<file path="config.mk">
export PLATFORM = sky130hd
export DESIGN_NAME = gbr_fifo
export DESIGN_NICKNAME = d
export VERILOG_FILES = /design/src/hdl/gbr_pkg.sv /design/src/hdl/gbr_fifo.sv
export SDC_FILE = /design/constraint.sdc
export NUM_CORES = 1
export LEC_CHECK = 0
export BUFFER_PORTS_ARGS = -buffer_cell sky130_fd_sc_hd__buf_2
export CORE_MARGIN = 2
export CORE_UTILIZATION = 38
export CTS_BUF_LIST = sky130_fd_sc_hd__clkbuf_16
export DETAILED_ROUTE_END_ITERATION = 7
export PLACE_DENSITY_LB_ADDON = 0.15
export SYNTH_ARGS = -nofsm -noshare
export SYNTH_HDL_FRONTEND = slang
export SYNTH_SLANG_ARGS = --single-unit
</file>
<file path="constraint.sdc">
create_clock -name clk -period 2.4 [get_ports clk]
set_input_delay 0.48 -clock clk [delete_from_list [all_inputs] [get_ports clk]]
set_output_delay 0.48 -clock clk [all_outputs]
set_load 0.1 [all_outputs]
</file>
<file path="src/hdl/gbr_pkg.sv">
package gbr_pkg;

  localparam int MAX_ROW_LENGTH_DEF   = 1024;
  localparam int WEIGHT_FRAC_BITS_DEF = 16;
  localparam int MAX_ROWS             = 4096;
  localparam int ROW_W                = 12;   // row index 0..4095
  localparam int HEIGHT_W             = 13;   // row count 1..4096
  localparam int LEN_FIELD_W          = 11;
  localparam int CFG_DATA_W           = 13;
  localparam int CFG_INDEX_W          = 1;
  localparam int QUEUE_DEPTH          = 2;
  localparam int QCNT_W               = 2;
  localparam int MAX_INFLIGHT         = 3;
  localparam int TAP_W                = 3;
  localparam int TAP_LAST             = 4;
  localparam int TAP_HALF             = 2;
  localparam int BASE_FRAC            = 24;

  typedef enum logic [CFG_INDEX_W-1:0] {
    REG_ROW_LENGTH = 1'b0,
    REG_ROW_COUNT  = 1'b1
  } cfg_reg_t;

  typedef enum logic {
    CMD_PIXEL = 1'b0,
    CMD_DRAIN = 1'b1
  } cmd_t;

  typedef enum logic [2:0] {
    B_IDLE,
    B_READ,
    B_ACC,
    B_DIV,
    B_OUT
  } back_state_t;

  typedef struct packed {
    logic [QCNT_W-1:0] queued;
    logic              back_busy;
  } gbr_load_t;

  // round(2^24 * exp(-0.5*(a*a+b*b))) for tap offsets a, b in 0..2
  function automatic logic [BASE_FRAC:0] weight24(logic [1:0] a, logic [1:0] b);
    logic [3:0] d;
    logic [BASE_FRAC:0] w;
    d = 4'({2'b00, a} * {2'b00, a}) + 4'({2'b00, b} * {2'b00, b});
    case (d)
      4'd0:    w = 25'd16777216;
      4'd1:    w = 25'd10175896;
      4'd2:    w = 25'd6171993;
      4'd4:    w = 25'd2270549;
      4'd5:    w = 25'd1377158;
      4'd8:    w = 25'd307285;
      default: w = '0;
    endcase
    return w;
  endfunction

  function automatic logic [BASE_FRAC:0] tap_weight(logic [1:0] a, logic [1:0] b,
                                                    int frac);
    logic [BASE_FRAC+1:0] s;
    int shift;
    shift = BASE_FRAC - frac;
    if (shift == 0) begin
      return weight24(a, b);
    end
    s = {1'b0, weight24(a, b)} + ((BASE_FRAC+2)'(1) << (shift - 1));
    return (BASE_FRAC+1)'(s >> shift);
  endfunction

endpackage

</file>
<file path="src/hdl/gbr_fifo.sv">
module gbr_fifo #(
  parameter int DATA_W = 8
) (
  input  logic                      clk,
  input  logic                      rst_n,
  input  logic                      push,
  input  logic [DATA_W-1:0]         wdata,
  input  logic                      pop,
  output logic [DATA_W-1:0]         rdata,
  output logic                      full,
  output logic                      empty,
  output logic [gbr_pkg::QCNT_W-1:0] count
);
  import gbr_pkg::*;

  localparam int PTR_W = (QUEUE_DEPTH > 1) ? $clog2(QUEUE_DEPTH) : 1;

  logic [DATA_W-1:0] store_r [QUEUE_DEPTH];
  logic [PTR_W-1:0]  wptr_r, wptr_nxt, rptr_r, rptr_nxt;
  logic [QCNT_W-1:0] cnt_r, cnt_nxt;
  logic              do_push, do_pop;

  assign full    = (cnt_r == QCNT_W'(QUEUE_DEPTH));
  assign empty   = (cnt_r == '0);
  assign count   = cnt_r;
  assign rdata   = store_r[rptr_r];
  assign do_push = push && !full;
  assign do_pop  = pop && !empty;

  always_comb begin
    wptr_nxt = wptr_r;
    rptr_nxt = rptr_r;
    cnt_nxt  = cnt_r;
    if (do_push) begin
      wptr_nxt = (wptr_r == PTR_W'(QUEUE_DEPTH-1)) ? '0 : wptr_r + 1'b1;
    end
    if (do_pop) begin
      rptr_nxt = (rptr_r == PTR_W'(QUEUE_DEPTH-1)) ? '0 : rptr_r + 1'b1;
    end
    if (do_push && !do_pop) begin
      cnt_nxt = cnt_r + 1'b1;
    end else if (do_pop && !do_push) begin
      cnt_nxt = cnt_r - 1'b1;
    end
  end

  always_ff @(posedge clk) begin
    if (!rst_n) begin
      wptr_r <= '0;
      rptr_r <= '0;
      cnt_r  <= '0;
    end else begin
      wptr_r <= wptr_nxt;
      rptr_r <= rptr_nxt;
      cnt_r  <= cnt_nxt;
    end
  end

  always_ff @(posedge clk) begin
    if (do_push) begin
      store_r[wptr_r] <= wdata;
    end
  end

endmodule

</file>
# Yosys cells after proc, flatten, opt, wreduce, memory -nomap -nowiden
# Memory sizes are Yosys's and may differ from the RTL's. A register that Yosys moved wholly into a read port is not among the register bits.
# Index checks and enable logic that the tools add are counted.
classes:
  n_eq_ne: 1
  add_sub_neg: 4
  n_reduce_logical: 10
  muxes: 8
ops:
  columns: ["cell", "count"]
  rows:
  - ["1-bit two-way mux", 6]
  - ["1-bit logical AND", 4]
  - ["1-bit logical NOT", 4]
  - ["2-bit two-way mux", 2]
  - ["1-bit adder (second input constant)", 2]
  - ["2-bit by 1-bit adder with 2-bit output (second input constant)", 1]
  - ["2-bit == test (second input constant)", 1]
  - ["2-bit logical NOT", 1]
  - ["2-bit nonzero test", 1]
  - ["2-bit by 1-bit subtractor with 2-bit output (second input constant)", 1]
totals:
  word_cells: 27
  mem_bits_rw: 16
  out_inout_bits: 12
  regBits: 4
  input_bits: 12
  n_memories: 1
memory_table:
  columns: ["memory", "words", "width", "read_ports", "rd_clocked_by_memory_dff", "write_ports", "line", "source"]
  rows:
  - ["store_r", 2, 8, 1, 1, 1, "gbr_fifo.sv:18", "logic [DATA_W-1:0] store_r [QUEUE_DEPTH];"]

# Depth between registers and ports, before layout
logic_depth:
  ltp_word: 7
  mapped_depth: 7
  depth_no_buf: 7

# Least setup slack after synthesis
# OpenSTA, ideal clock, no wires.
synth_timing:
  path_kind: "reg-to-output"
  startpoint: "register cnt_r[0], in the netlist count[0]"
  endpoint: "output empty"
  path_buffers: 0
  stages_incl_launch_ff: 2
  t_arrival_ns: 2.106
  required_time_ns: 1.920
  slack_ns: -0.186
  cell_sequence: "dfxtp_1 -> nor2_1"
synth_via:
  elab_chain_len: 1
synth_lines:
  columns: ["element", "line", "source"]
  rows:
  - ["from (decl)", "gbr_fifo.sv:20", "logic [QCNT_W-1:0] cnt_r, cnt_nxt;"]
  - ["from (signal assigned)", "gbr_fifo.sv:55", "cnt_r <= cnt_nxt;"]
  - ["2-bit logical NOT", "gbr_fifo.sv:24", "assign empty = (cnt_r == '0);"]
  - ["to (decl)", "gbr_fifo.sv:11", "output logic empty,"]
# Every way passes these cells.

==> impl_metrics.csv <==
group,metric,value,unit
clocking,cts_buffers,3,
grt,met2_usage,0.178,
detailed_routing,drc_errors,0,
grt,grt_pass1_vias,473,
synthesis,synth_area,810,sq um
floorplan,dieWidth,50.2,microns
grt,grt_remaining_overflow,0,
detailed_routing,drtIter0Drc,1,
min_path,min_path_cells,1,
clocking,cts_hold_buffers,0,
grt,antenna_found_initial,0,
detailed_routing,drt_pre_antenna_iters,4,
critical_path,criticalPathCategory,"reg2out",
finish,fin_nets,90,
synthesis,synth-edff-count,16,
critical_path,reg2reg_depth,6,
critical_path,worstPathRequired,1920,ps
synthesis,syn-instance-count,50,
clocking,cts_sinks,21,
clocking,ctsLongestPathBuffers,2,
finish,n_fill_cell,178,
synthesis,synth_top_area_cell,"edfxtp_1",
status,outcome,"finished, final reports clean",
grt,met1_usage,0.0963,
floorplan,pin_count,24,
detailed_routing,routed_wl,1100,microns
timing,fmax,0.522,GHz
timing,worst_pin_slew,686,ps
finish,post-route-util,0.524,
floorplan,design.die.area,2520,sq um
timing,slew-limit-headroom,0.540,
critical_path,critPathLaunchType,"register",
critical_path,critPathMaxFanout,8,
placement,dp_slack,740,ps
timing,setup_viol,0,
timing,final_hold_viol_count,0,
synthesis,synthTopCellsByCount,"edfxtp_1 (16), mux2_2 (8), dfxtp_1 (5), and2_1 (3)",
timing,fin_crit_sh,0.799,
finish,seq_area,583,sq um
clocking,cts_tree,"done",
synthesis,ys_warn_count,0,
detailed_routing,vias,479,
synthesis,postSynthRegisterBits,21,
timing,fin_worst_skew,4.42,ps
floorplan,initial_core_util,0.408,
grt,grt_max_degree,13,
critical_path,cp-end-kind,"output port",
finish,antenna_cells,0,
floorplan,rows,16,
clocking,ctsResizeCount,0,
floorplan,core,1980,sq um
floorplan,die_y,50.2,microns
detailed_routing,drtAntennaViolNets,0,
clocking,postCtsSetupBuffers,0,
synthesis,synth_top_area_share,0.594,
critical_path,crit_arrival,1440,ps
placement,gp_congestion,0.686,
finish,instances_no_fill,103,
synthesis,synth_area_leaders,"edfxtp_1 (59%), dfxtp_1 (12%), mux2_2 (11%), and2_1 (2.3%), xnor2_1 (2.2%)",
critical_path,slowest_delay,520,ps
critical_path,regToRegStartpoint,"count[0]$_SDFFE_PN0P_",
min_path,min_path_type,"in2reg",
detailed_routing,via_per_inst,4.65,
grt,grt.total_usage,0.0994,
placement,dp_hpwl,822,microns
timing,drv_slew,0,
timing,period_minus_slack,1920,ps
synthesis,synthFlopType,"edfxtp_1",
synthesis,ys_types,20,
finish,drive_gt1_frac,0.526,
finish,multi_input_area,219,sq um
clocking,clock_latency,250,ps
critical_path,crit_chain,"mux2_2 -> buf_2",
synthesis,syn_nets,63,
synthesis,yosysMostFrequentCell,"edfxtp_1",
critical_path,worst_path_max_delay_cell,"dfxtp_1",
synthesis,synth.avg_cell_area,16.2,sq um
finish,area_growth,28.3,%
placement,io_buffers,23,
synthesis,ys_async_sr_fraction,0,
synthesis,yosysSeqAreaShare,0.717,
timing,rsz0062_at_grt,"false",
timing,layout_setup_ws,484,ps
grt,grt_pass1_wl,1800,microns
min_path,hp-start,"wdata[0]",
clocking,cts.htree.levels,1,
detailed_routing,wire_per_inst,10.6,microns
grt,use_met3,0.0298,
flow_run,maxCapViolCount,0,
placement,place_inst,99,
clocking,clk_pin_slew_worst_paths,50,ps
timing,finalSetupTns,0,ps
clocking,cts_root_buffer,"clkbuf_16",
grt,grt.busiest_layer,"met2",
-- kinds of logic (layout without fill, tap and decap cells) --
kind of cell	count (synthesis)	count (layout)	synth area share
DFF	21	21	0.717
adders and majority gates	1	1	0.0155
buffers and inverters	3	29	0.0154
muxes	8	8	0.111
and+or+nand+nor	9	9	0.0680
xor gates and xnor gates	3	3	0.0325
AOI/OAI and AO/OA	5	5	0.0402
-- sequential cells by signal, indices dropped and copies added (netlist names), named ones only --
name	count
wptr_r	1
store_r	16
rptr_r	1
count	2
-- through the flow --
| stage | area (sq um) | hold slack (ps) |
|---|---|---|
| final | 1040 | 418 |
| after global routing | 1040 | 411 |
| after CTS | 1040 | 412 |
| after detailed placement | 958 | 504 |
| after global placement | 958 | 497 |
| after floorplan | 815 | 552 |
-- worst max-delay path: cells and delay by family, from the launching register on --
family / cells / cell delay [ps]
flip-flops: 1 / 520
multiplexers: 1 / 380
buffers and inverters: 1 / 290
-- worst paths after layout --
kind         slack [ps]                       to
max                 480                 rdata[6]
min                 420  store_r[1][0]$_DFFE_PP_
max reg2reg         880    count[1]$_SDFFE_PN0P_
min reg2reg         510    count[1]$_SDFFE_PN0P_
-- cells in the final DEF (no fill, tap or decap), drive strengths merged, types with 2 or more instances in the layout --
cell    count
dfxtp       5
edfxtp     16
inv         2
o21ai       2
mux2        8
nor2        2
clkbuf      3
and2        3
buf        23
xnor2       2
a21boi      2
-- layout make-up --
cell class | count | share of cell area
Multi-Input combinational cell | 26 | 0.211
Sequential cell | 21 | 0.561
Clock inverter | 1 | 0.00482
Inverter | 2 | 0.00723
Clock buffer | 3 | 0.0723
Timing Repair Buffer | 23 | 0.111
Tap cell | 27 | 0.0325
-- routing by layer --
layer | vias up | wire (microns)
met5 | - | 0
met4 | 0 | 15
met3 | 2 | 65
met2 | 15 | 571
met1 | 224 | 443
li1 | 238 | -
Power is not shown: default switching activity piles up to over one toggle a cycle in this logic, so the estimate is an artifact.
