--- config.mk ---
export PLATFORM = sky130hd
export DESIGN_NAME = gbr_front_flat
export DESIGN_NICKNAME = d
export VERILOG_FILES = /design/src/hdl/gbr_pkg.sv /design/src/hdl/gbr_if.sv /design/src/hdl/gbr_front.sv /design/src/flat_wrapper.sv
export SDC_FILE = /design/constraint.sdc
export NUM_CORES = 1
export LEC_CHECK = 0
export BUFFER_PORTS_ARGS = -buffer_cell sky130_fd_sc_hd__clkbuf_2
export CORE_MARGIN = 5
export CORE_UTILIZATION = 57
export DETAILED_ROUTE_END_ITERATION = 10
export GPL_TIMING_DRIVEN = 0
export HOLD_SLACK_MARGIN = 0.05
export PLACE_DENSITY = 0.8
export RECOVER_POWER = 25
export SYNTH_ARGS = -nofsm -noshare
export SYNTH_HDL_FRONTEND = slang
export SYNTH_SLANG_ARGS = --single-unit
--- constraint.sdc ---
create_clock -name clk -period 8.48 [get_ports clk]
set_input_delay 0.424 -clock clk [delete_from_list [all_inputs] [get_ports clk]]
set_output_delay 0.424 -clock clk [all_outputs]
set_load 0.1 [all_outputs]
--- src/hdl/gbr_pkg.sv ---
package gbr_pkg;

  localparam int MAX_ROW_LENGTH_DEF   = 1024;
  localparam int WEIGHT_FRAC_BITS_DEF = 16;
  localparam int MAX_ROWS             = 4096;
  localparam int ROW_W                = 12;   // row index 0..4095
  localparam int HEIGHT_W             = 13;   // row count 1..4096
  localparam int LEN_FIELD_W          = 11;
  localparam int CFG_DATA_W           = 13;
  localparam int CFG_INDEX_W          = 1;
  localparam int QUEUE_DEPTH          = 2;
  localparam int QCNT_W               = 2;
  localparam int MAX_INFLIGHT         = 3;
  localparam int TAP_W                = 3;
  localparam int TAP_LAST             = 4;
  localparam int TAP_HALF             = 2;
  localparam int BASE_FRAC            = 24;

  typedef enum logic [CFG_INDEX_W-1:0] {
    REG_ROW_LENGTH = 1'b0,
    REG_ROW_COUNT  = 1'b1
  } cfg_reg_t;

  typedef enum logic {
    CMD_PIXEL = 1'b0,
    CMD_DRAIN = 1'b1
  } cmd_t;

  typedef enum logic [2:0] {
    B_IDLE,
    B_READ,
    B_ACC,
    B_DIV,
    B_OUT
  } back_state_t;

  typedef struct packed {
    logic [QCNT_W-1:0] queued;
    logic              back_busy;
  } gbr_load_t;

  // round(2^24 * exp(-0.5*(a*a+b*b))) for tap offsets a, b in 0..2
  function automatic logic [BASE_FRAC:0] weight24(logic [1:0] a, logic [1:0] b);
    logic [3:0] d;
    logic [BASE_FRAC:0] w;
    d = 4'({2'b00, a} * {2'b00, a}) + 4'({2'b00, b} * {2'b00, b});
    case (d)
      4'd0:    w = 25'd16777216;
      4'd1:    w = 25'd10175896;
      4'd2:    w = 25'd6171993;
      4'd4:    w = 25'd2270549;
      4'd5:    w = 25'd1377158;
      4'd8:    w = 25'd307285;
      default: w = '0;
    endcase
    return w;
  endfunction

  function automatic logic [BASE_FRAC:0] tap_weight(logic [1:0] a, logic [1:0] b,
                                                    int frac);
    logic [BASE_FRAC+1:0] s;
    int shift;
    shift = BASE_FRAC - frac;
    if (shift == 0) begin
      return weight24(a, b);
    end
    s = {1'b0, weight24(a, b)} + ((BASE_FRAC+2)'(1) << (shift - 1));
    return (BASE_FRAC+1)'(s >> shift);
  endfunction

endpackage

--- src/hdl/gbr_if.sv ---
interface gbr_in_if;
  logic       valid;
  logic       ready;
  logic       command;
  logic [7:0] pixel_in;

  modport source (output valid, command, pixel_in, input ready);
  modport sink   (input valid, command, pixel_in, output ready);
endinterface


--- src/hdl/gbr_front.sv ---
module gbr_front #(
  parameter int MAX_ROW_LENGTH = gbr_pkg::MAX_ROW_LENGTH_DEF,
  parameter int HIST           = 4 * MAX_ROW_LENGTH + 8,
  parameter int AW             = $clog2(HIST),
  parameter int COLW           = $clog2(MAX_ROW_LENGTH + 1),
  parameter int POS_W          = $clog2(MAX_ROW_LENGTH * gbr_pkg::MAX_ROWS + 1),
  parameter int JOB_W          = AW + gbr_pkg::ROW_W + COLW + 1
) (
  input  logic                            clk,
  input  logic                            rst_n,
  input  logic                            cfg_we,
  input  logic [gbr_pkg::CFG_INDEX_W-1:0] cfg_index,
  input  logic [gbr_pkg::CFG_DATA_W-1:0]  cfg_data,
  gbr_in_if.sink                          in_s,
  input  gbr_pkg::gbr_load_t              load,
  input  logic                            q_full,
  output logic                            wr_en,
  output logic [AW-1:0]                   wr_addr,
  output logic [7:0]                      wr_data,
  output logic                            push,
  output logic [JOB_W-1:0]                job,
  output logic [COLW-1:0]                 width,
  output logic [gbr_pkg::HEIGHT_W-1:0]    height
);
  import gbr_pkg::*;

  logic [LEN_FIELD_W-1:0] len_raw_r;
  logic [HEIGHT_W-1:0]    cnt_raw_r;
  logic [COLW-1:0]        w_eff;
  logic [HEIGHT_W-1:0]    h_eff;
  logic [POS_W-1:0]       p_total;

  logic [POS_W-1:0]  in_pos_r, in_pos_nxt, out_pos_r, out_pos_nxt;
  logic [AW-1:0]     wr_addr_r, wr_addr_nxt, out_addr_r, out_addr_nxt;
  logic [ROW_W-1:0]  out_row_r, out_row_nxt;
  logic [COLW-1:0]   out_col_r, out_col_nxt;

  logic [QCNT_W:0]   inflight;
  logic              accept, is_pixel, frame_in, do_write, emit, last;
  logic [POS_W-1:0]  in_pos_inc;
  logic [POS_W:0]    thresh;

  always_comb begin
    if (len_raw_r == '0) begin
      w_eff = COLW'(1);
    end else if (32'(len_raw_r) > MAX_ROW_LENGTH) begin
      w_eff = COLW'(MAX_ROW_LENGTH);
    end else begin
      w_eff = COLW'(len_raw_r);
    end
    if (cnt_raw_r == '0) begin
      h_eff = HEIGHT_W'(1);
    end else if (32'(cnt_raw_r) > MAX_ROWS) begin
      h_eff = HEIGHT_W'(MAX_ROWS);
    end else begin
      h_eff = cnt_raw_r;
    end
  end

  assign p_total = POS_W'(w_eff) * POS_W'(h_eff);
  assign width   = w_eff;
  assign height  = h_eff;

  // Hold back while too many results are pending, and keep a new frame from
  // overwriting history that jobs of the previous frame still read.
  assign inflight   = {1'b0, load.queued} + (QCNT_W+1)'(load.back_busy);
  assign in_s.ready = !q_full && (inflight < (QCNT_W+1)'(MAX_INFLIGHT)) &&
                      !((in_pos_r == '0) && (inflight != '0));

  assign accept     = in_s.valid && in_s.ready;
  assign is_pixel   = (in_s.command == CMD_PIXEL);
  assign frame_in   = (in_pos_r >= p_total);
  assign do_write   = accept && is_pixel && !frame_in;
  assign in_pos_inc = in_pos_r + 1'b1;
  assign thresh     = {1'b0, out_pos_r} + (POS_W+1)'({w_eff, 1'b0}) + (POS_W+1)'(3);
  assign last       = (out_pos_r == p_total - 1'b1);

  always_comb begin
    if (do_write) begin
      emit = ({1'b0, in_pos_inc} >= thresh);
    end else begin
      emit = accept && !is_pixel && frame_in && (out_pos_r < p_total);
    end
  end

  always_comb begin
    in_pos_nxt   = in_pos_r;
    wr_addr_nxt  = wr_addr_r;
    out_pos_nxt  = out_pos_r;
    out_addr_nxt = out_addr_r;
    out_row_nxt  = out_row_r;
    out_col_nxt  = out_col_r;
    if (do_write) begin
      in_pos_nxt  = in_pos_inc;
      wr_addr_nxt = (wr_addr_r == AW'(HIST-1)) ? '0 : wr_addr_r + 1'b1;
    end
    if (emit) begin
      out_pos_nxt  = out_pos_r + 1'b1;
      out_addr_nxt = (out_addr_r == AW'(HIST-1)) ? '0 : out_addr_r + 1'b1;
      if (out_col_r == w_eff - 1'b1) begin
        out_col_nxt = '0;
        out_row_nxt = out_row_r + 1'b1;
      end else begin
        out_col_nxt = out_col_r + 1'b1;
      end
      if (last) begin
        in_pos_nxt   = '0;
        wr_addr_nxt  = '0;
        out_pos_nxt  = '0;
        out_addr_nxt = '0;
        out_row_nxt  = '0;
        out_col_nxt  = '0;
      end
    end
    if (cfg_we) begin
      in_pos_nxt   = '0;
      wr_addr_nxt  = '0;
      out_pos_nxt  = '0;
      out_addr_nxt = '0;
      out_row_nxt  = '0;
      out_col_nxt  = '0;
    end
  end

  always_ff @(posedge clk) begin
    if (!rst_n) begin
      len_raw_r  <= LEN_FIELD_W'(256);
      cnt_raw_r  <= HEIGHT_W'(256);
      in_pos_r   <= '0;
      wr_addr_r  <= '0;
      out_pos_r  <= '0;
      out_addr_r <= '0;
      out_row_r  <= '0;
      out_col_r  <= '0;
    end else begin
      if (cfg_we) begin
        case (cfg_reg_t'(cfg_index))
          REG_ROW_LENGTH: len_raw_r <= cfg_data[LEN_FIELD_W-1:0];
          REG_ROW_COUNT:  cnt_raw_r <= cfg_data[HEIGHT_W-1:0];
          default: ;
        endcase
      end
      in_pos_r   <= in_pos_nxt;
      wr_addr_r  <= wr_addr_nxt;
      out_pos_r  <= out_pos_nxt;
      out_addr_r <= out_addr_nxt;
      out_row_r  <= out_row_nxt;
      out_col_r  <= out_col_nxt;
    end
  end

  assign wr_en   = do_write;
  assign wr_addr = wr_addr_r;
  assign wr_data = in_s.pixel_in;
  assign push    = emit;
  assign job     = {out_addr_r, out_row_r, out_col_r, last};

endmodule

--- src/flat_wrapper.sv ---
// flat-port wrapper written by rule: the top's interface ports become plain ports
module gbr_front_flat import gbr_pkg::*;
#(
  parameter int MAX_ROW_LENGTH = gbr_pkg::MAX_ROW_LENGTH_DEF,
  parameter int HIST           = 4 * MAX_ROW_LENGTH + 8,
  parameter int AW             = $clog2(HIST),
  parameter int COLW           = $clog2(MAX_ROW_LENGTH + 1),
  parameter int POS_W          = $clog2(MAX_ROW_LENGTH * gbr_pkg::MAX_ROWS + 1),
  parameter int JOB_W          = AW + gbr_pkg::ROW_W + COLW + 1
)
  (clk, rst_n, cfg_we, cfg_index, cfg_data, load, q_full, wr_en, wr_addr, wr_data, push, job, width, height, in_s_valid, in_s_command, in_s_pixel_in, in_s_ready);
  gbr_in_if in_s_i ();
  input  logic clk;
  input  logic rst_n;
  input  logic cfg_we;
  input  logic [gbr_pkg::CFG_INDEX_W-1:0] cfg_index;
  input  logic [gbr_pkg::CFG_DATA_W-1:0] cfg_data;
  input  gbr_pkg::gbr_load_t load;
  input  logic q_full;
  output logic wr_en;
  output logic [AW-1:0] wr_addr;
  output logic [7:0] wr_data;
  output logic push;
  output logic [JOB_W-1:0] job;
  output logic [COLW-1:0] width;
  output logic [gbr_pkg::HEIGHT_W-1:0] height;
  input wire logic [$bits(in_s_i.valid)-1:0] in_s_valid;
  input wire logic [$bits(in_s_i.command)-1:0] in_s_command;
  input wire logic [$bits(in_s_i.pixel_in)-1:0] in_s_pixel_in;
  output wire logic [$bits(in_s_i.ready)-1:0] in_s_ready;
  assign in_s_i.valid = in_s_valid;
  assign in_s_i.command = in_s_command;
  assign in_s_i.pixel_in = in_s_pixel_in;
  assign in_s_ready = in_s_i.ready;
  gbr_front #(.MAX_ROW_LENGTH(MAX_ROW_LENGTH), .HIST(HIST), .AW(AW), .COLW(COLW), .POS_W(POS_W), .JOB_W(JOB_W)) u_core (.clk(clk), .rst_n(rst_n), .cfg_we(cfg_we), .cfg_index(cfg_index), .cfg_data(cfg_data), .in_s(in_s_i), .load(load), .q_full(q_full), .wr_en(wr_en), .wr_addr(wr_addr), .wr_data(wr_data), .push(push), .job(job), .width(width), .height(height));
endmodule
## After elaboration in Yosys (flattened, before gate mapping)

Cells that the tools add are included.

- Register bits after elaboration: 119
- Bits in latches: 0
- Memory bits (writable): 0
- Memory bits (read-only): 0
- Bits of input ports: 31
- Output and inout bits: 85
- Word-level logic and storage cells: 73
- Memories: 0

- Add/subtract/negate cells: 11
- Multiply operators: 1
- Divide/modulo/power cells: 0
- Magnitude comparators: 6
- Equality and inequality tests: 4
- Shift operators: 0
- Multiplexer cells: 19
- Bitwise logic cells: 3
- Reduce and logical (&&, ||, !) cells: 21

Operator list:

| cell | count |
|---|---|
| 13-bit 2-to-1 mux | 8 |
| 23-bit 2-to-1 mux | 4 |
| 23-bit by 1-bit adder with 23-bit output (second input constant) | 2 |
| 11-bit 2-to-1 mux | 4 |
| 13-bit by 1-bit adder with 13-bit output (second input constant) | 2 |
| 13-bit equality test (second input constant) | 2 |
| 23-bit by 12-bit adder with 24-bit output | 1 |
| 24-bit by 2-bit adder with 24-bit output (second input constant) | 1 |
| 23-bit by 24-bit >= comparator with 1-bit output | 1 |
| 12-bit 2-to-1 mux | 2 |
| 23-bit equality test | 1 |
| 23-bit >= comparator | 1 |
| 23-bit zero test | 1 |
| 23-bit less-than comparator | 1 |
| 11-bit by 13-bit multiplier with 23-bit output | 1 |
| 23-bit by 1-bit subtractor with 23-bit output (second input constant) | 1 |
| 13-bit > comparator (second input constant) | 1 |
| 13-bit zero test | 1 |
| 12-bit by 1-bit adder with 12-bit output (second input constant) | 1 |
| 11-bit by 1-bit adder with 11-bit output (second input constant) | 1 |
| 11-bit equality test | 1 |
| 11-bit > comparator (second input constant) | 1 |
| 11-bit zero test | 1 |
| 11-bit by 1-bit subtractor with 11-bit output (second input constant) | 1 |
| 10 further kinds | 24 |

## Longest topological paths before layout

- Depth after elaboration: 11
- Depth in mapped cells: 38
- Mapped depth without buffers: 35

## Worst setup path after synthesis

OpenSTA, ideal clock, no wires.

- Kind: reg-to-reg
- Start: register u_core.len_raw_r[10]
- End: register u_core.out_pos_r[15]
- Setup time: 0.128 ns
- Arrival time: 9.835 ns
- Data required time: 8.352 ns
- Path slack: -1.483 ns
- Cell stages (with the launch flop): 35
- Buffers on the path: 5
- Clock period less this slack: 9.963 ns
- Path through: dfxtp_1 -> buf_2 -> inv_2 -> clkbuf_1 -> nand2_1 -> inv_1 -> clkbuf_1 -> nand2_1 -> fa_1 -> fa_1 -> fa_1 -> fa_1 -> fa_1 -> inv_1 -> ha_1 -> buf_2 -> a211oi_1 -> o21bai_1 -> a2111oi_0 -> o211a_1 -> inv_1 -> ha_1 -> nor2b_1 -> o21ai_0 -> nand2b_1 -> a211oi_1 -> o31ai_1 -> maj3_1 -> a311oi_1 -> mux2i_1 -> inv_2 -> buf_1 -> nand2_1 -> xor2_1 -> nor2_1

- Longest elaborated chain between the ends: 8
- Elaborated cells on any way between the ends: 18
- Those cells by class: add/sub (3); mul (1); order compare (4); eq/ne (1); mux (4); reduce/logical (5)

Ends and longest elaborated chain:

| item | RTL line | RTL |
|---|---|---|
| from (decl) | gbr_front.sv:27 | `logic [LEN_FIELD_W-1:0] len_raw_r;` |
| from (signal assigned) | gbr_front.sv:138 | `REG_ROW_LENGTH: len_raw_r <= cfg_data[LEN_FIELD_W-1:0];` |
| 11-bit > comparator | gbr_front.sv:46 | `end else if (32'(len_raw_r) > MAX_ROW_LENGTH) begin` |
| 11-bit 2-to-1 mux | gbr_front.sv:46 |  |
| 11-bit 2-to-1 mux (*) | gbr_front.sv:44 | `if (len_raw_r == '0) begin` |
| named net width[5] | flat_wrapper.sv:25 | `output logic [COLW-1:0] width;` |
| branches (longest 4 deep; another with 23-bit by 12-bit adder with 24-bit output) | -- |  |
| 1-bit 2-to-1 mux (*) | gbr_front.sv:79 | `if (do_write) begin` |
| named net push | flat_wrapper.sv:23 | `output logic push;` |
| to (signal assigned) | gbr_front.sv:145 | `out_pos_r <= out_pos_nxt;` |
| to (decl) | gbr_front.sv:33 | `logic [POS_W-1:0] in_pos_r, in_pos_nxt, out_pos_r, out_pos_nxt;` |

Mark *: on every way through the listed nets, which the timed path passes.
A chain may end at the register's enable or synchronous reset.

## Worst setup path in the final report

- Start: register u_core.cnt_raw_r[7]
- End: output job[0]

- Longest elaborated chain between the ends: 6
- Elaborated cells on any way between the ends: 7
- Those cells by class: add/sub (1); mul (1); order compare (1); eq/ne (1); mux (2); reduce/logical (1)

Ends and longest elaborated chain:

| item | RTL line | RTL |
|---|---|---|
| from (decl) | gbr_front.sv:28 | `logic [HEIGHT_W-1:0] cnt_raw_r;` |
| from (signal assigned) | gbr_front.sv:139 | `REG_ROW_COUNT: cnt_raw_r <= cfg_data[HEIGHT_W-1:0];` |
| 13-bit > comparator | gbr_front.sv:53 | `end else if (32'(cnt_raw_r) > MAX_ROWS) begin` |
| 13-bit 2-to-1 mux | gbr_front.sv:53 |  |
| 13-bit 2-to-1 mux (*) | gbr_front.sv:51 | `if (cnt_raw_r == '0) begin` |
| 11-bit by 13-bit multiplier with 23-bit output (*) | gbr_front.sv:60 | `assign p_total = POS_W'(w_eff) * POS_W'(h_eff);` |
| 23-bit by 1-bit subtractor with 23-bit output (*) | gbr_front.sv:76 | `assign last = (out_pos_r == p_total - 1'b1);` |
| 23-bit equality test (*) | gbr_front.sv:76 |  |
| to (decl) | flat_wrapper.sv:24 | `output logic [JOB_W-1:0] job;` |

Mark *: on every way between the ends. The rest lies on a longest branch, timed or not.

==> impl_metrics.py <==
metrics = {
    "run_status": {
        "outcome": "complete, no violations",
    },
    "critical_path": {
        "crit_path_end_kind": "output port",
        "critical_path_class": "flop to output port",
        "startpoint_type": "flop",
        "cp-startpoint": "u_core.cnt_raw_r[7]$_SDFFE_PN0P_",
        "reg2reg_slack_ns": 0.17,
        "crit_slowest_cell": "fa_1",
        "crit_cells": 26,
        "timing.critical_path.mode_cell": "fa_1",
        "crit_buf_inv": 7,
        "timing.rr.start": "u_core.cnt_raw_r[7]$_SDFFE_PN0P_",
        "endpoint": "job[0]",
        "r2r-end": "u_core.out_col_r[8]$_SDFFE_PP0N_",
        "worst_r2r_path_depth": 31,
        "arrival_ns": 8.05,
        "cp.required_ns": 8.06,
        "critPathMaxFanout": 6,
        "crit_family": "adder cells",
        "slowest_delay_ns": 0.58,
    },
    "sta": {
        "rsz0062_at_grt": "yes",
        "slew_headroom": 0.487,
        "final-setup-viol-count": 0,
        "fin_skew_ns": 0.0159,
        "fmax_mhz": 118,
        "tightest_slew_ns": 0.750,
        "hold_viol": 0,
        "finalWorstPathRequiredPeriod_ns": 8.48,
        "hold_ws_ns": 0.228,
        "drv_slew": 0,
        "min_period_over_period": 1.00,
    },
    "global_route": {
        "met1_usage": 0.371,
        "met2_usage": 0.490,
        "antenna_found_initial": 1,
        "grt_overflow": 0,
        "met3_usage": 0.0636,
        "grt_pass1_wl_um": 68600,
        "top_usage_layer": "met2",
        "track_usage": 0.296,
        "grt_pass1_vias": 13700,
        "grt_max_degree": 17,
    },
    "synth": {
        "syn_inst": 1768,
        "yosys_warnings": 0,
        "synthArstFlopShare": 0,
        "ys.flop_type": "dfxtp_1",
        "synth_commonest_cells": "nand2_1, nor2_1, ha_1",
        "ys_types": 81,
        "synth_area_leader_cell": "dfxtp_1",
        "syn_avg_cell_area_um2": 7.96,
        "synth_seq_cells": 119,
        "synthTopCellsByArea": "dfxtp_1, ha_1, fa_1, nand2_1, xnor2_1",
        "synth.most_common_cell": "nand2_1",
        "syn-cell-area_um2": 14100,
        "synthesis.nets": 2057,
        "seq_area_frac_synth": 0.169,
        "synth_top_area_share": 0.169,
        "synth_edf_count": 0,
    },
    "cts": {
        "cts_buffers": 17,
        "hold_buffers": 0,
        "clock_sinks": 119,
        "clkTransAtPathRegs_ns": 0.07,
        "clockBufferDepth": 2,
        "cts_tree": "yes",
        "htreeDepth": 4,
        "clock_latency_ns": 0.44,
        "clockRootBuffer": "clkbuf_16",
    },
    "placement": {
        "place_congestion": 0.954,
        "numPortBuffers": 107,
        "post-place-cells": 2200,
        "dp_hpwl_um": 31500,
    },
    "power": {
        "power.density_nw_per_um2": 116,
        "ir_worst_vdd_v": 0.000115,
        "total_power_mw": 2.00,
        "p_leak_nw": 7.34,
    },
    "layout": {
        "syn2layout_area_growth_pct": 21.8,
        "register_area_um2": 2400,
        "fin_cells": 2288,
        "multi_input_area_um2": 11400,
        "drive_above_1_share": 0.199,
        "antenna_cells": 0,
        "fill_cells": 1818,
        "layout.nets": 2240,
        "final_util": 0.705,
    },
    "die": {
        "num_rows": 57,
        "ios": 116,
        "die_w_um": 167,
        "die_area_um2": 27900,
        "core_area_um2": 24300,
        "die_h_um": 167,
        "initial_core_util": 0.579,
    },
    "drt": {
        "drc": 0,
        "drt_wl_total_um": 43200,
        "first_iter_violations": 1276,
        "dr.pass1.iters": 6,
        "num_vias": 13900,
        "wl_per_cell_um": 18.9,
        "vias_per_cell": 6.07,
        "postRouteAntennaNets": 0,
    },
    "hold_path": {
        "hold_path_class": "input pin to flop",
    },
    "job": {
        "drv_cap": 0,
    },
}
-- sequential cells by signal (all words and copies together) (netlist names) --
signal / count
u_core.cnt_raw_r: 13
u_core.in_pos_r: 23
u_core.len_raw_r: 11
u_core.out_addr_r: 13
u_core.out_col_r: 11
u_core.out_pos_r: 23
u_core.out_row_r: 12
u_core.wr_addr: 13
-- logic make-up after synthesis --
logic type / after synthesis / share of synthesized area
simple gates: 698 / 0.234
xor+xnor: 165 / 0.106
mux: 5 / 0.00364
compound gates: 279 / 0.136
buf+inv: 242 / 0.0690
fa+ha+maj: 260 / 0.283
flops: 119 / 0.169
-- worst min path at each step --
stage / start / end / slack [ns] / depth (start not counted)
2_1_floorplan: u_core.cnt_raw_r[10]$_SDFFE_PN0P_ / u_core.cnt_raw_r[10]$_SDFFE_PN0P_ / 0.45 / 2
3_3_place_gp: u_core.out_row_r[11]$_SDFFE_PP0P_ / u_core.out_row_r[11]$_SDFFE_PP0P_ / 0.47 / 2
3_5_place_dp: u_core.cnt_raw_r[0]$_SDFFE_PN0P_ / u_core.cnt_raw_r[0]$_SDFFE_PN0P_ / 0.48 / 2
4_1_cts: cfg_data[8] / u_core.len_raw_r[8]$_SDFFE_PN1P_ / 0.23 / 3
5_1_grt: cfg_data[11] / u_core.cnt_raw_r[11]$_SDFFE_PN0P_ / 0.25 / 3
6_report: cfg_data[11] / u_core.cnt_raw_r[11]$_SDFFE_PN0P_ / 0.23 / 3
-- per-layer routing --
metal  routed length [um]  vias up
met5                    0        -
met4                 1930        0
met3                 3840      171
met2                20500      715
met1                16900     6593
li1                     -     6399
-- layout make-up --
class                   instances  share of cell area
plain buffers                  65              0.0286
flip-flops and latches        119               0.140
clock inverters                15             0.00978
inverters                     171              0.0436
repair buffers                169              0.0625
repair inverters                1            0.000365
multi-input cells            1407               0.667
clock buffers                  17              0.0248
well taps                     324              0.0236
-- stage by stage --
stage               setup TNS [ns]  cell area, um2  setup WS, ns
finish                           0           17100       0.00294
global route                 -1.23           17100        -0.236
global placement           -139.66           15100         -1.60
detailed placement         -149.55           15100         -1.69
CTS                              0           16600        0.0139
floorplan                        0           14100        0.0188
-- what timing repair did --
action,CTS,global route
pin swaps,33,31
resized for setup,167,84
setup endpoints to repair,98,96
cloned,1,1
buffers inserted,32,28
-- cell usage in the layout, fill, tap and decap left out, types with 23 or more instances in the layout --
cell type	synthesis	routed
a21o_1	27	26
a21oi_1	72	63
and3_1	40	40
buf_4	10	74
clkbuf_16	0	23
clkbuf_2	0	106
dfxtp_1	119	110
fa_1	98	97
ha_1	160	149
inv_1	157	141
nand2_1	239	226
nand3_1	47	45
nand4_1	34	34
nor2_1	184	182
nor3_1	42	40
o21ai_0	41	36
xnor2_1	88	85
xor2_1	73	70
-- worst register-to-register path, delay by kind of cell, from the launching register on --
| kind | cells | cell delay [ns] |
|---|---|---|
| AO/OA/AOI/OAI | 9 | 1.83 |
| XOR/XNOR | 1 | 0.16 |
| adder cells (fa/ha/maj) | 8 | 3.58 |
| buffers and inverters | 5 | 0.68 |
| flip-flops | 1 | 0.44 |
| multiplexers | 1 | 0.17 |
| AND/OR/NAND/NOR | 7 | 1.33 |
-- power by group --
group | switching, mW | total, mW | internal [mW]
clock | 0.325 | 0.764 | 0.440
combinational | 0.408 | 0.657 | 0.250
sequential | 0.0102 | 0.575 | 0.564
total | 0.743 | 2.00 | 1.25
(Power assumes the default switching activity.)
